$ cat config.mk
export PLATFORM = sky130hd
export DESIGN_NAME = elevator_look_scheduler
export DESIGN_NICKNAME = d
export VERILOG_FILES = /design/src/design/els_pkg.sv /design/src/design/els_pick.sv /design/src/design/elevator_look_scheduler.sv
export SDC_FILE = /design/constraint.sdc
export NUM_CORES = 1
export LEC_CHECK = 0
export BUFFER_PORTS_ARGS = -buffer_cell sky130_fd_sc_hd__buf_4
export CAP_MARGIN = 20
export CORE_ASPECT_RATIO = 2
export CORE_MARGIN = 2
export CORE_UTILIZATION = 65
export DETAILED_ROUTE_END_ITERATION = 7
export PLACE_DENSITY = 0.83
export SYNTH_ARGS = -nofsm -noshare
export SYNTH_HDL_FRONTEND = slang
export SYNTH_SLANG_ARGS = --single-unit
$ cat constraint.sdc
create_clock -name i_clk -period 8.93 [get_ports i_clk]
set_clock_uncertainty 0.05 [all_clocks]
set_input_delay 1.3395 -clock i_clk [delete_from_list [all_inputs] [get_ports i_clk]]
set_output_delay 1.3395 -clock i_clk [all_outputs]
set_load 0.05 [all_outputs]
$ cat src/design/els_pkg.sv
// Package for the LOOK elevator scheduler: floor count, types, command codes
// and priority-encoder functions. No dependencies.
`timescale 1ns / 1ps

package els_pkg;

    localparam int NUM_FLOORS = 16;
    localparam int FLOOR_W    = (NUM_FLOORS > 1) ? $clog2(NUM_FLOORS) : 1;
    localparam int CALL_W     = 4;
    localparam int CAR_W      = 4;

    typedef logic [NUM_FLOORS-1:0] t_calls;
    typedef logic [FLOOR_W-1:0]    t_floor;

    typedef enum logic {
        CMD_CALL = 1'b0,
        CMD_TICK = 1'b1
    } t_cmd;

    typedef struct packed {
        logic   found;
        logic   reverse;
        t_floor target;
        t_calls up_calls;
        t_calls down_calls;
    } t_pick;

    function automatic t_floor lowest_idx(input t_calls v);
        t_floor f;
        f = '0;
        for (int i = NUM_FLOORS - 1; i >= 0; i--) begin
            if (v[i]) f = FLOOR_W'(i);
        end
        return f;
    endfunction

    function automatic t_floor highest_idx(input t_calls v);
        t_floor f;
        f = '0;
        for (int i = 0; i < NUM_FLOORS; i++) begin
            if (v[i]) f = FLOOR_W'(i);
        end
        return f;
    endfunction

endpackage

$ cat src/design/els_pick.sv
// Target chooser: scans the call bits ahead of the car in LOOK order and
// returns the chosen floor and the updated call sets. Depends on els_pkg.
`timescale 1ns / 1ps

module els_pick (
    input  els_pkg::t_calls i_up_calls,
    input  els_pkg::t_calls i_down_calls,
    input  els_pkg::t_floor i_floor,
    input  logic            i_going_up,
    output els_pkg::t_pick  o_pick
);

    els_pkg::t_calls here;
    els_pkg::t_calls above;
    els_pkg::t_calls below;
    els_pkg::t_calls ahead;
    els_pkg::t_calls same;
    els_pkg::t_calls other;
    els_pkg::t_calls same_ahead;
    els_pkg::t_calls other_ahead;

    assign here  = els_pkg::t_calls'(1) << i_floor;
    assign above = ~((here << 1) - els_pkg::t_calls'(1));
    assign below = here - els_pkg::t_calls'(1);
    assign ahead = i_going_up ? above : below;
    assign same  = i_going_up ? i_up_calls : i_down_calls;
    assign other = i_going_up ? i_down_calls : i_up_calls;
    assign same_ahead  = same & ahead;
    assign other_ahead = other & ahead;

    always_comb begin
        els_pkg::t_calls n_same;
        els_pkg::t_calls n_other;
        n_same          = same;
        n_other         = other;
        o_pick.found    = 1'b0;
        o_pick.reverse  = 1'b0;
        o_pick.target   = i_floor;
        if ((same & here) != '0) begin
            o_pick.found  = 1'b1;
            n_same        = same & ~here;
        end else if (same_ahead != '0) begin
            o_pick.found  = 1'b1;
            o_pick.target = i_going_up ? els_pkg::lowest_idx(same_ahead)
                                       : els_pkg::highest_idx(same_ahead);
            n_same        = same & ~(els_pkg::t_calls'(1) << o_pick.target);
        end else if (other_ahead != '0) begin
            o_pick.found  = 1'b1;
            o_pick.target = i_going_up ? els_pkg::highest_idx(other_ahead)
                                       : els_pkg::lowest_idx(other_ahead);
            n_other       = other & ~(els_pkg::t_calls'(1) << o_pick.target);
        end else begin
            o_pick.reverse = ((i_up_calls | i_down_calls) != '0);
        end
        o_pick.up_calls   = i_going_up ? n_same : n_other;
        o_pick.down_calls = i_going_up ? n_other : n_same;
    end

endmodule

$ cat src/design/elevator_look_scheduler.sv
// LOOK elevator scheduler top level: input register, call/tick logic, result
// register. Depends on els_pkg and els_pick.
//
// Usage:
//   Input channel (i_valid / o_stall) carries i_cmd, i_call_floor, i_call_down.
//   A call (i_cmd = 0) sets the up or down call bit of a floor; o_status = 1
//   marks a duplicate that was ignored. A tick (i_cmd = 1) picks a target if
//   none is pending and moves the car one floor toward it.
//   Output channel (o_valid / i_stall) returns one result per item: car floor,
//   heading, moving and arrived flags, status.
//   An item passes the input register, then the result register, before its
//   result is valid. Throughput: one item per cycle unless i_stall holds it,
//   set by the single pass through the target chooser's priority encoders.
//   When the receiver stalls, the result register holds; the input register
//   keeps one more item, after which o_stall rises until the result is taken.
//   Reset (synchronous, active low): no calls, car at floor 0 heading up, no
//   target, both registers empty.
`timescale 1ns / 1ps

module elevator_look_scheduler (
    input  logic       i_clk,
    input  logic       i_rst_n,
    input  logic       i_valid,
    output logic       o_stall,
    input  logic       i_cmd,
    input  logic [3:0] i_call_floor,
    input  logic       i_call_down,
    output logic       o_valid,
    input  logic       i_stall,
    output logic [3:0] o_car_floor,
    output logic       o_heading_up,
    output logic       o_moving,
    output logic       o_arrived,
    output logic       o_status
);

    logic                           r_in_valid;
    els_pkg::t_cmd                  r_in_cmd;
    logic [els_pkg::CALL_W-1:0]     r_in_floor;
    logic                           r_in_down;

    els_pkg::t_calls                r_up_calls,   n_up_calls;
    els_pkg::t_calls                r_down_calls, n_down_calls;
    els_pkg::t_floor                r_floor,      n_floor;
    logic                           r_going_up,   n_going_up;
    els_pkg::t_floor                r_target,     n_target;
    logic                           r_has_target, n_has_target;
    logic                           n_arrived;
    logic                           n_dup;

    logic                           r_out_valid;
    logic [els_pkg::CAR_W-1:0]      r_out_floor;
    logic                           r_out_up;
    logic                           r_out_moving;
    logic                           r_out_arrived;
    logic                           r_out_status;

    logic                           out_blocked;
    logic                           advance;
    logic                           in_xfer;
    els_pkg::t_pick                 pick;

    assign out_blocked = r_out_valid & i_stall;
    assign advance     = r_in_valid & ~out_blocked;
    assign o_stall     = r_in_valid & out_blocked;
    assign in_xfer     = i_valid & ~o_stall;

    els_pick u_pick (
        .i_up_calls   (r_up_calls),
        .i_down_calls (r_down_calls),
        .i_floor      (r_floor),
        .i_going_up   (r_going_up),
        .o_pick       (pick)
    );

    always_comb begin
        els_pkg::t_calls bit_mask;
        bit_mask     = els_pkg::t_calls'(1) << r_in_floor;
        n_up_calls   = r_up_calls;
        n_down_calls = r_down_calls;
        n_floor      = r_floor;
        n_going_up   = r_going_up;
        n_target     = r_target;
        n_has_target = r_has_target;
        n_arrived    = 1'b0;
        n_dup        = 1'b0;
        case (r_in_cmd)
            els_pkg::CMD_CALL: begin
                if (32'(r_in_floor) < els_pkg::NUM_FLOORS) begin
                    if (r_in_down) begin
                        if ((r_down_calls & bit_mask) != '0) n_dup = 1'b1;
                        else n_down_calls = r_down_calls | bit_mask;
                    end else begin
                        if ((r_up_calls & bit_mask) != '0) n_dup = 1'b1;
                        else n_up_calls = r_up_calls | bit_mask;
                    end
                end
            end
            els_pkg::CMD_TICK: begin
                if (!r_has_target) begin
                    n_up_calls   = pick.up_calls;
                    n_down_calls = pick.down_calls;
                    n_has_target = pick.found;
                    if (pick.found) n_target = pick.target;
                    if (pick.reverse) n_going_up = ~r_going_up;
                end
                if (n_has_target) begin
                    if (r_floor < n_target) begin
                        n_going_up = 1'b1;
                        n_floor    = r_floor + els_pkg::t_floor'(1);
                    end else if (r_floor > n_target) begin
                        n_going_up = 1'b0;
                        n_floor    = r_floor - els_pkg::t_floor'(1);
                    end
                    if (n_floor == n_target) begin
                        n_arrived    = 1'b1;
                        n_has_target = 1'b0;
                    end
                end
            end
            default: ;
        endcase
    end

    always_ff @(posedge i_clk) begin
        if (!i_rst_n) begin
            r_in_valid   <= 1'b0;
            r_out_valid  <= 1'b0;
            r_up_calls   <= '0;
            r_down_calls <= '0;
            r_floor      <= '0;
            r_going_up   <= 1'b1;
            r_target     <= '0;
            r_has_target <= 1'b0;
        end else begin
            if (in_xfer) begin
                r_in_valid <= 1'b1;
            end else if (advance) begin
                r_in_valid <= 1'b0;
            end
            if (advance) begin
                r_out_valid  <= 1'b1;
                r_up_calls   <= n_up_calls;
                r_down_calls <= n_down_calls;
                r_floor      <= n_floor;
                r_going_up   <= n_going_up;
                r_target     <= n_target;
                r_has_target <= n_has_target;
            end else if (!i_stall) begin
                r_out_valid  <= 1'b0;
            end
        end
    end

    always_ff @(posedge i_clk) begin
        if (in_xfer) begin
            r_in_cmd   <= els_pkg::t_cmd'(i_cmd);
            r_in_floor <= i_call_floor;
            r_in_down  <= i_call_down;
        end
        if (advance) begin
            r_out_floor   <= els_pkg::CAR_W'(n_floor);
            r_out_up      <= n_going_up;
            r_out_moving  <= n_has_target;
            r_out_arrived <= n_arrived;
            r_out_status  <= n_dup;
        end
    end

    assign o_valid      = r_out_valid;
    assign o_car_floor  = r_out_floor;
    assign o_heading_up = r_out_up;
    assign o_moving     = r_out_moving;
    assign o_arrived    = r_out_arrived;
    assign o_status     = r_out_status;

endmodule

==> flow_metrics.env, run 1 <==
export IMPL_synthTopCellsByArea="dfxtp_1 13%, nand2_1 6.1%, edfxtp_1 6.0%"
export IMPL_synth_seq_area_share_pct=18.5
export IMPL_initial_core_util_pct=66.7
export IMPL_synth_xor_area_share_pct=0.997
export IMPL_yosysMostFrequentCell="nand2_1"
export IMPL_cts_buffer_depth=2
export IMPL_grt_pass1_vias=8745
export IMPL_netlist_top_cells_count="115 x nand2_1, 87 x nor2_1, 75 x a21oi_1"
export IMPL_rows=53
export IMPL_die_w_um=77.5
export IMPL_async_flop_share_pct=0
export IMPL_overflow=2
export IMPL_syn_avg_cell_area_um2=7.18
export IMPL_error_line="[ERROR GRT-0116] Global routing finished with congestion. Check the congestion regions in the DRC Viewer."
export IMPL_yosys_warnings=0
export IMPL_port_buffers=19
export IMPL_synth_cell_types=95
export IMPL_synth_top_area_share_pct=12.5
export IMPL_die_y_um=151
export IMPL_synthMuxAreaShare_pct=5.20
export IMPL_synth_top_family_by_area="compound AO/OA/AOI/OAI gates"
export IMPL_haltStage="5_1_grt"
export IMPL_synth_nets=1001
export IMPL_post_cts_setup_buffers=0
export IMPL_cts_made_buffers=9
export IMPL_syn_instance_count=979
export IMPL_dpl_hpwl_mm=22.3
export IMPL_grt_max_degree=68
export IMPL_ctsHoldBuffers=0
export IMPL_grt_use_total_pct=56.2
export IMPL_ios=20
export IMPL_synth_compound_area_share_pct=36.4
export IMPL_cts_resized=0
export IMPL_outcome="did not finish"
export IMPL_placedCellCount=1078
export IMPL_syn_area_um2=7030
export IMPL_yosys_area_share_simple_pct=30.6
export IMPL_gp_congestion=1.19
export IMPL_synth_fa_ha_area_share_pct=2.14
export IMPL_grt_first_pass_wirelength_mm=50.2
export IMPL_clockRootBuffer="clkbuf_16"
export IMPL_synthFlopType="dfxtp_1"
export IMPL_synth_edf_count=14
export IMPL_clock_sinks=58
export IMPL_synth_largest_area_cell="dfxtp_1"
export IMPL_h_tree_depth=3
export IMPL_ys_seq_elements=58
[per-stage QoR]
stage / cell area (um^2) / setup slack (ns) / util (%)
floorplan: 7030 / 2.29 / -
global placement: 7130 / 1.36 / 67.6
detailed placement: 7130 / 1.13 / 67.6
CTS: 7440 / 1.07 / 70.5
[kinds of logic after synthesis]
group           Yosys count
xor+xnor                  8
flops                    58
compound gates          366
buf+inv                  95
simple gates            408
mux                      32
fa+ha+maj                12
[metal layers]
layer	overflow	GRT usage [%]
met5	0	0
met4	1	54.9
met3	0	28.5
met2	1	81.2
met1	0	57.2
==> inputs of run 2 (changes only) <==
--- a/config.mk
+++ b/config.mk
@@ -7,11 +7,10 @@
 export LEC_CHECK = 0
 export BUFFER_PORTS_ARGS = -buffer_cell sky130_fd_sc_hd__buf_4
 export CAP_MARGIN = 20
-export CORE_ASPECT_RATIO = 2
 export CORE_MARGIN = 2
-export CORE_UTILIZATION = 65
+export CORE_UTILIZATION = 40
 export DETAILED_ROUTE_END_ITERATION = 7
-export PLACE_DENSITY = 0.83
+export PLACE_DENSITY_LB_ADDON = 0.15
 export SYNTH_ARGS = -nofsm -noshare
 export SYNTH_HDL_FRONTEND = slang
 export SYNTH_SLANG_ARGS = --single-unit
==> flow_metrics.env, run 2 <==
export IMPL_crit_top_cell="ha_1"
export IMPL_grt_first_pass_wirelength_mm=45.8
export IMPL_synthFlopType="dfxtp_1"
export IMPL_crit_slowest_cell="o41ai_1"
export IMPL_cp_data_arrival_time_ns=7.84
export IMPL_grt_max_degree=60
export IMPL_slew_headroom_pct=23.9
export IMPL_syn_area_um2=7030
export IMPL_power_density_nw_per_um2=195
export IMPL_area_growth_pct=7.62
export IMPL_nets=974
export IMPL_async_flop_share_pct=0
export IMPL_ff2ff_path_depth=30
export IMPL_finalHoldViolCount=0
export IMPL_fin_crit_sh_pct=87.9
export IMPL_syn_instance_count=979
export IMPL_clockRootBuffer="clkbuf_16"
export IMPL_setup_violations=0
export IMPL_most_common_layout_cells="115 x nand2_1, 87 x nor2_1, 75 x a21oi_1"
export IMPL_clkLatencyLatePin_ns=0.34
export IMPL_drv_slew=0
export IMPL_avgViaCountPerCell=6.95
export IMPL_yosys_warnings=0
export IMPL_grt_use_met2_pct=47.5
export IMPL_final_common_cell="nand2_1"
export IMPL_min_path_type="reg -> reg"
export IMPL_nFillCells=1807
export IMPL_num_vias=8209
export IMPL_dieArea_um2=18700
export IMPL_die_w_um=137
export IMPL_grt_use_met3_pct=6.07
export IMPL_pwr_share_clk_pct=25.9
export IMPL_critPathLaunch="r_floor[0]$_SDFFE_PN0P_"
export IMPL_cts_tree="built"
export IMPL_fmax_ghz=0.127
export IMPL_drv_cap=0
export IMPL_fin_crit_ns=7.85
export IMPL_whs_ns=0.461
export IMPL_worstHoldEndpoint="o_valid$_SDFFE_PN0P_"
export IMPL_cts_resized=0
export IMPL_worstHoldPathCells=2
export IMPL_dpl_hpwl_mm=22.6
export IMPL_port_buffers=19
export IMPL_firstDrtPassIters=8
export IMPL_gp_congestion=1.09
export IMPL_drive_above_1_share_pct=10.3
export IMPL_remaining_drc_errors=0
export IMPL_critical_path_class="reg -> reg"
export IMPL_clock_sinks=58
export IMPL_reg_top3="r_down_calls x16, r_up_calls x16"
export IMPL_synth_seq_area_share_pct=18.5
export IMPL_cts_buffer_depth=2
export IMPL_tns_ns=0
export IMPL_h_tree_depth=3
export IMPL_yosysMostFrequentCell="nand2_1"
export IMPL_post_cts_setup_buffers=0
export IMPL_ys_seq_elements=58
export IMPL_crit_reg2reg_launch="r_floor[0]$_SDFFE_PN0P_"
export IMPL_ios=20
export IMPL_rsz0062_at_grt="no"
export IMPL_stdcell_count=1182
export IMPL_drt_iter0_drc=1087
export IMPL_setup_worst_path_start_class="register"
export IMPL_rows=48
export IMPL_power_frac_comb_pct=51.9
export IMPL_cts_made_buffers=9
export IMPL_overflow=0
export IMPL_final_antenna_net_count=0
export IMPL_power_switching_uw=690
export IMPL_p_leak_uw=0.00262
export IMPL_ff2ff_setup_slack_ns=1.08
export IMPL_swShare_pct=46.7
export IMPL_syn_avg_cell_area_um2=7.18
export IMPL_antenna_found_initial=0
export IMPL_worstHoldStart="r_in_valid$_SDFFE_PN0P_"
export IMPL_crit_path_max_fanout=22
export IMPL_synth_nets=1001
export IMPL_synthTopCellsByArea="dfxtp_1 13%, nand2_1 6.1%, edfxtp_1 6.0%"
export IMPL_coreArea_um2=17200
export IMPL_grt_util_met1_pct=46.9
export IMPL_die_y_um=137
export IMPL_p_int_uw=788
export IMPL_routed_wl_mm=30.4
export IMPL_initial_core_util_pct=40.8
export IMPL_vdd_drop_max_v=0.000128
export IMPL_synth_largest_area_cell="dfxtp_1"
export IMPL_synth_cell_types=95
export IMPL_placedCellCount=1165
export IMPL_tightest_slew_ns=1.13
export IMPL_outcome="completed"
export IMPL_ctsHoldBuffers=0
export IMPL_antenna_cells=0
export IMPL_crit_path_max_incr_delay_ns=0.78
export IMPL_setup_worst_path_end_class="register"
export IMPL_grt_pass1_vias=7352
export IMPL_top_usage_layer="met2"
export IMPL_cts_clk_slew_worst_paths_ns=0.06
export IMPL_p_seq_share_pct=22.3
export IMPL_cp_data_required_time_ns=8.91
export IMPL_netlist_top_cells_count="115 x nand2_1, 87 x nor2_1, 75 x a21oi_1"
export IMPL_grt_use_total_pct=32.9
export IMPL_synth_top_area_share_pct=12.5
export IMPL_r2r_end="o_moving$_DFFE_PP_"
export IMPL_wl_per_cell_um=25.7
export IMPL_synth_edf_count=14
[run 2: cell type report]
class / count / area, um^2 / area share (%)
clock buffers: 9 / 225 / 2.98
inverters: 22 / 82.6 / 1.09
well taps: 225 / 282 / 3.72
multi-input cells: 826 / 5300 / 70.0
flip-flops and latches: 58 / 1310 / 17.3
repair buffers: 35 / 270 / 3.57
clock inverters: 7 / 103 / 1.36
[run 2: per-layer routing]
layer  up-vias  routed length (um)
met5         -                   0
met3        98                3240
li1       3708                   -
met2       534               12700
met1      3869               13100
met4         0                1440
[run 2: critical path, delay by kind of cell, from the launching register on]
family / cells / cell delay [ns]
buf+inv: 4 / 0.86
simple gates: 5 / 1.19
fa+ha+maj: 3 / 0.66
compound gates: 15 / 3.49
xor+xnor: 2 / 0.62
mux: 1 / 0.16
flops: 1 / 0.52
[run 2: how the worst max path moves through the flow]
stage	to	slack, ns	cells past startpoint
5_1_grt	o_moving$_DFFE_PP_	0.59	28
3_5_place_dp	o_moving$_DFFE_PP_	1.34	30
2_1_floorplan	o_moving$_DFFE_PP_	2.29	31
3_3_place_gp	o_moving$_DFFE_PP_	1.28	30
4_1_cts	o_moving$_DFFE_PP_	1.28	30
6_report	o_moving$_DFFE_PP_	1.08	30
[run 2: cells by family after synthesis]
logic type	count (synthesis)	synth area share, %
XOR/XNOR	8	0.997
flip-flops	58	18.5
AND/OR/NAND/NOR	408	30.6
adder cells (fa/ha/maj)	12	2.14
multiplexers	32	5.20
AO/OA/AOI/OAI	366	36.4
buffers and inverters	95	6.18
[run 2: power by group through the flow]
stage                     sequential [uW]  combinational (uW)  clock [uW]
final                                 329                 766         382
after global routing                  332                 814         399
after CTS                             327                 741         389
after detailed placement              333                 737           0
after global placement                333                 746           0
after floorplan                       322                 553           0
[run 2: through the flow]
step                      power (uW)  utilization, %  setup WS (ns)  cell area (um^2)
after floorplan                  875               -           2.29              7030
after global placement          1080            41.9           1.28              7220
after detailed placement        1070            41.9           1.34              7220
after CTS                       1460            43.8           1.28              7550
after global routing            1540            43.9          0.592              7570
final                           1480            43.9           1.08              7570
No activity file was read; power rests on OpenSTA's default activity.
==> inputs of run 3 (changes only) <==
--- a/config.mk
+++ b/config.mk
@@ -11,6 +11,7 @@
 export CORE_UTILIZATION = 40
 export DETAILED_ROUTE_END_ITERATION = 7
 export PLACE_DENSITY_LB_ADDON = 0.15
+export REMOVE_ABC_BUFFERS = 1
 export SYNTH_ARGS = -nofsm -noshare
 export SYNTH_HDL_FRONTEND = slang
 export SYNTH_SLANG_ARGS = --single-unit
==> flow_metrics.env, run 3 (synthesis results as in run 2) <==
export IMPL_outcome="completed"
export IMPL_reg_top3="r_down_calls x16, r_up_calls x16"
export IMPL_avgViaCountPerCell=6.94
export IMPL_rsz0062_at_grt="no"
export IMPL_port_buffers=19
export IMPL_gp_congestion=1.05
export IMPL_crit_path_max_incr_delay_ns=0.73
export IMPL_grt_use_total_pct=31.4
export IMPL_post_cts_setup_buffers=0
export IMPL_drt_iter0_drc=1173
export IMPL_stdcell_count=1183
export IMPL_clockRootBuffer="clkbuf_16"
export IMPL_overflow=0
export IMPL_drv_slew=0
export IMPL_rows=48
export IMPL_cts_made_buffers=9
export IMPL_fmax_ghz=0.131
export IMPL_final_common_cell="nand2_1"
export IMPL_path_buf_inv=3
export IMPL_final_antenna_net_count=0
export IMPL_dieArea_um2=18700
export IMPL_num_vias=8215
export IMPL_tns_ns=0
export IMPL_grt_first_pass_wirelength_mm=43.7
export IMPL_slew_headroom_pct=18.6
export IMPL_cp_data_required_time_ns=8.92
export IMPL_grt_pass1_vias=7172
export IMPL_crit_path_max_fanout=22
export IMPL_crit_top_cell="ha_1"
export IMPL_nFillCells=1769
export IMPL_fin_crit_sh_pct=85.2
export IMPL_drive_above_1_share_pct=10.4
export IMPL_min_path_type="reg -> reg"
export IMPL_grt_max_degree=58
export IMPL_top_layer="met4"
export IMPL_antenna_found_initial=1
export IMPL_ff2ff_setup_slack_ns=1.32
export IMPL_clock_sinks=58
export IMPL_cp_top_family="compound AO/OA/AOI/OAI gates"
export IMPL_p_leak_uw=0.00263
export IMPL_die_w_um=137
export IMPL_finalHoldViolCount=0
export IMPL_wirelength_met1_mm=12.5
export IMPL_setup_violations=0
export IMPL_power_density_nw_per_um2=194
export IMPL_dpl_hpwl_mm=21.8
export IMPL_die_y_um=137
export IMPL_ctsHoldBuffers=0
export IMPL_wl_per_cell_um=24.8
export IMPL_antenna_cells=0
export IMPL_wl_met2_mm=12.5
export IMPL_clkLatencyLatePin_ns=0.35
export IMPL_fin_crit_ns=7.61
export IMPL_setup_worst_path_end_class="register"
export IMPL_dr_wl_met3_mm=3.17
export IMPL_dpl_cell_area_um2=7240
export IMPL_h_tree_depth=3
export IMPL_cts_buffer_depth=2
export IMPL_initial_core_util_pct=40.8
export IMPL_tightest_slew_ns=1.21
export IMPL_coreArea_um2=17200
export IMPL_area_growth_pct=7.76
export IMPL_fin_area_um2=7580
export IMPL_crit_slowest_cell="o41ai_1"
export IMPL_cts_tree="built"
export IMPL_firstDrtPassIters=8
export IMPL_cp_data_arrival_time_ns=7.61
export IMPL_drv_cap=0
export IMPL_vdd_drop_max_v=0.000129
export IMPL_nets=975
export IMPL_setup_worst_path_start_class="register"
export IMPL_most_common_layout_cells="115 x nand2_1, 87 x nor2_1, 75 x a21oi_1"
export IMPL_cts_resized=0
export IMPL_final_util_pct=44.0
export IMPL_cts_clk_slew_worst_paths_ns=0.06
export IMPL_routed_wl_mm=29.4
export IMPL_critical_path_class="reg -> reg"
export IMPL_remaining_drc_errors=0
export IMPL_ios=20
export IMPL_placedCellCount=1167
## run 3: cell type report
cell class,count,area [um^2],area share [%]
clock inverter,5,65.1,0.859
clock buffer,11,275,3.63
inverter,22,82.6,1.09
timing repair buffer,36,270,3.57
tap,225,282,3.72
multi-input combinational,826,5300,69.9
sequential,58,1310,17.2
## run 3: where the power goes
part	internal, uW	switching, uW
clock network	253	139
registers	289	36.1
logic	252	499
## run 3: per-layer routing
layer | vias up | GRT usage [%]
li1 | 3726 | -
met1 | 3905 | 44.7
met2 | 501 | 45.6
met3 | 83 | 6.26
met4 | 0 | 13.4
met5 | - | 0
## run 3: path summary, 6_finish.rpt
check	from	endpoint	depth (start not counted)
hold reg to reg	r_target[2]$_SDFFE_PN0P_	r_target[2]$_SDFFE_PN0P_	2
setup / recovery	r_floor[0]$_SDFFE_PN0P_	o_moving$_DFFE_PP_	29
setup reg to reg	r_floor[0]$_SDFFE_PN0P_	o_moving$_DFFE_PP_	29
hold / removal	r_target[2]$_SDFFE_PN0P_	r_target[2]$_SDFFE_PN0P_	2
## run 3: metrics by stage
stage	total power (uW)	hold WS, ns	worst slack (ns)
CTS	1450	0.459	1.41
finish	1470	0.462	1.32
global route	1540	0.504	0.673
global placement	1070	0.447	1.66
detailed placement	1060	0.448	1.43
floorplan	850	0.412	0.470
## run 3: tightest hold or removal path, cell delays in order, from the launching register on
cell	delay, ns
dfxtp_1	0.31
nor2_1	0.10
a211oi_1	0.05
==> inputs of run 4 (changes only) <==
==> constraint.sdc (replaced) <==
create_clock -name i_clk -period 7.8 [get_ports i_clk]
set_clock_uncertainty 0.05 [all_clocks]
set_input_delay 1.17 -clock i_clk [delete_from_list [all_inputs] [get_ports i_clk]]
set_output_delay 1.17 -clock i_clk [all_outputs]
set_load 0.05 [all_outputs]
==> flow_metrics.env, run 4 (synthesis results as in run 2) <==
export IMPL_pre_cts_ws_ns=0.530
export IMPL_fin_crit_sh_pct=93.2
export IMPL_failed_checks="design-rule violations"
export IMPL_p_leak_uw=0.00271
export IMPL_die_y_um=137
export IMPL_final_common_cell="nand2_1"
export IMPL_crit_slowest_cell="or3_1"
export IMPL_h_tree_depth=3
export IMPL_drt_iter0_drc=1134
export IMPL_power_frac_comb_pct=52.5
export IMPL_crit_top_cell="ha_1"
export IMPL_antenna_cells=0
export IMPL_min_path_type="reg -> reg"
export IMPL_rows=48
export IMPL_power_density_nw_per_um2=226
export IMPL_vdd_drop_max_v=0.000160
export IMPL_drv_cap=0
export IMPL_cts_made_buffers=9
export IMPL_drv_slew=0
export IMPL_crit_path_max_incr_delay_ns=0.57
export IMPL_die_w_um=137
export IMPL_firstDrtPassIters=8
export IMPL_nets=986
export IMPL_power_switching_uw=797
export IMPL_reg_top3="r_down_calls x16, r_up_calls x16"
export IMPL_grt_pass1_vias=7399
export IMPL_grt_use_total_pct=33.1
export IMPL_antenna_found_initial=0
export IMPL_overflow=0
export IMPL_remaining_drc_errors=4
export IMPL_fin_crit_ns=7.27
export IMPL_dieArea_um2=18700
export IMPL_critical_path_class="reg -> reg"
export IMPL_wl_per_cell_um=25.8
export IMPL_tns_ns=0
export IMPL_swShare_pct=45.7
export IMPL_port_buffers=19
export IMPL_p_int_uw=946
export IMPL_num_vias=8383
export IMPL_dpl_hpwl_mm=23.1
export IMPL_fmax_ghz=0.138
export IMPL_avgViaCountPerCell=7.02
export IMPL_grt_max_degree=63
export IMPL_cp_data_required_time_ns=7.83
export IMPL_post_cts_setup_buffers=0
export IMPL_tightest_slew_ns=1.06
export IMPL_clockRootBuffer="clkbuf_16"
export IMPL_ctsHoldBuffers=0
export IMPL_finalHoldViolCount=0
export IMPL_crit_path_max_fanout=10
export IMPL_clkLatencyLatePin_ns=0.34
export IMPL_placedCellCount=1177
export IMPL_area_growth_pct=9.77
export IMPL_cp_data_arrival_time_ns=7.30
export IMPL_setup_violations=0
export IMPL_rsz0062_at_grt="no"
export IMPL_drive_above_1_share_pct=12.2
export IMPL_gp_congestion=1.02
export IMPL_cts_clk_slew_worst_paths_ns=0.06
export IMPL_slew_headroom_pct=29.1
export IMPL_setup_worst_path_start_class="register"
export IMPL_routed_wl_mm=30.8
export IMPL_grt_first_pass_wirelength_mm=45.9
export IMPL_initial_core_util_pct=40.8
export IMPL_outcome="finished, violations left"
export IMPL_cts_tree="built"
export IMPL_p_seq_share_pct=21.3
export IMPL_ios=20
export IMPL_final_antenna_net_count=0
export IMPL_stdcell_count=1194
export IMPL_coreArea_um2=17200
export IMPL_cts_buffer_depth=2
export IMPL_fin_ws_ns=0.528
export IMPL_pwr_share_clk_pct=26.3
export IMPL_clock_sinks=58
export IMPL_setup_worst_path_end_class="register"
export IMPL_most_common_layout_cells="115 x nand2_1, 87 x nor2_1, 75 x a21oi_1"
## run 4: layer usage
metal | global-route usage [%] | routed length [um] | share of wire [%]
met5 | 0 | 0 | 0
met4 | 14.3 | 1380 | 4.5
met3 | 7.89 | 3580 | 12
met2 | 48.4 | 13000 | 42
met1 | 46.2 | 12800 | 42
## run 4: through the flow
| step | area (um^2) | power (uW) | utilization, % | hold WS, ns |
|---|---|---|---|---|
| finish | 7720 | 1740 | 44.8 | 0.463 |
| detailed placement | 7320 | 1240 | 42.5 | 0.449 |
| floorplan | 6680 | 973 | - | 0.412 |
| global placement | 7320 | 1250 | 42.5 | 0.452 |
| CTS | 7670 | 1710 | 44.5 | 0.466 |
| global route | 7720 | 1820 | 44.8 | 0.491 |
## run 4: path summary, 6_finish.rpt
path | end | from | slack (ns) | cells after the start
setup / recovery | o_moving$_DFFE_PP_ | r_floor[1]$_SDFFE_PN0P_ | 0.53 | 28
hold / removal | o_valid$_SDFFE_PN0P_ | r_in_valid$_SDFFE_PN0P_ | 0.46 | 2
setup reg to reg | o_moving$_DFFE_PP_ | r_floor[1]$_SDFFE_PN0P_ | 0.53 | 28
hold reg to reg | o_valid$_SDFFE_PN0P_ | r_in_valid$_SDFFE_PN0P_ | 0.46 | 2
## run 4: critical path, delay by kind of cell, from the launching register on
kind / cells / cell delay, ns
buf+inv: 2 / 0.30
fa+ha+maj: 3 / 0.67
simple gates: 8 / 2.13
mux: 1 / 0.33
xor+xnor: 2 / 0.36
compound gates: 12 / 2.62
flops: 1 / 0.54
## run 4: what timing repair did
action,4_1_cts,5_1_grt
gates resized for setup,0,7
hold endpoints to repair,0,0
endpoints found under the setup margin,0,3
## run 4: layout make-up
| type | count | area (um^2) |
|---|---|---|
| well taps | 225 | 282 |
| flip-flops and latches | 58 | 1310 |
| clock inverters | 5 | 83.8 |
| inverters | 22 | 82.6 |
| repair buffers | 47 | 363 |
| fillers | 1792 | 9520 |
| clock buffers | 11 | 264 |
| multi-input cells | 826 | 5340 |
## run 4: power by group through the flow
stage	sequential [uW]	combinational (uW)	clock (uW)
finish	371	914	458
global route	373	969	478
CTS	369	873	465
detailed placement	375	867	0
global placement	375	880	0
floorplan	397	576	0
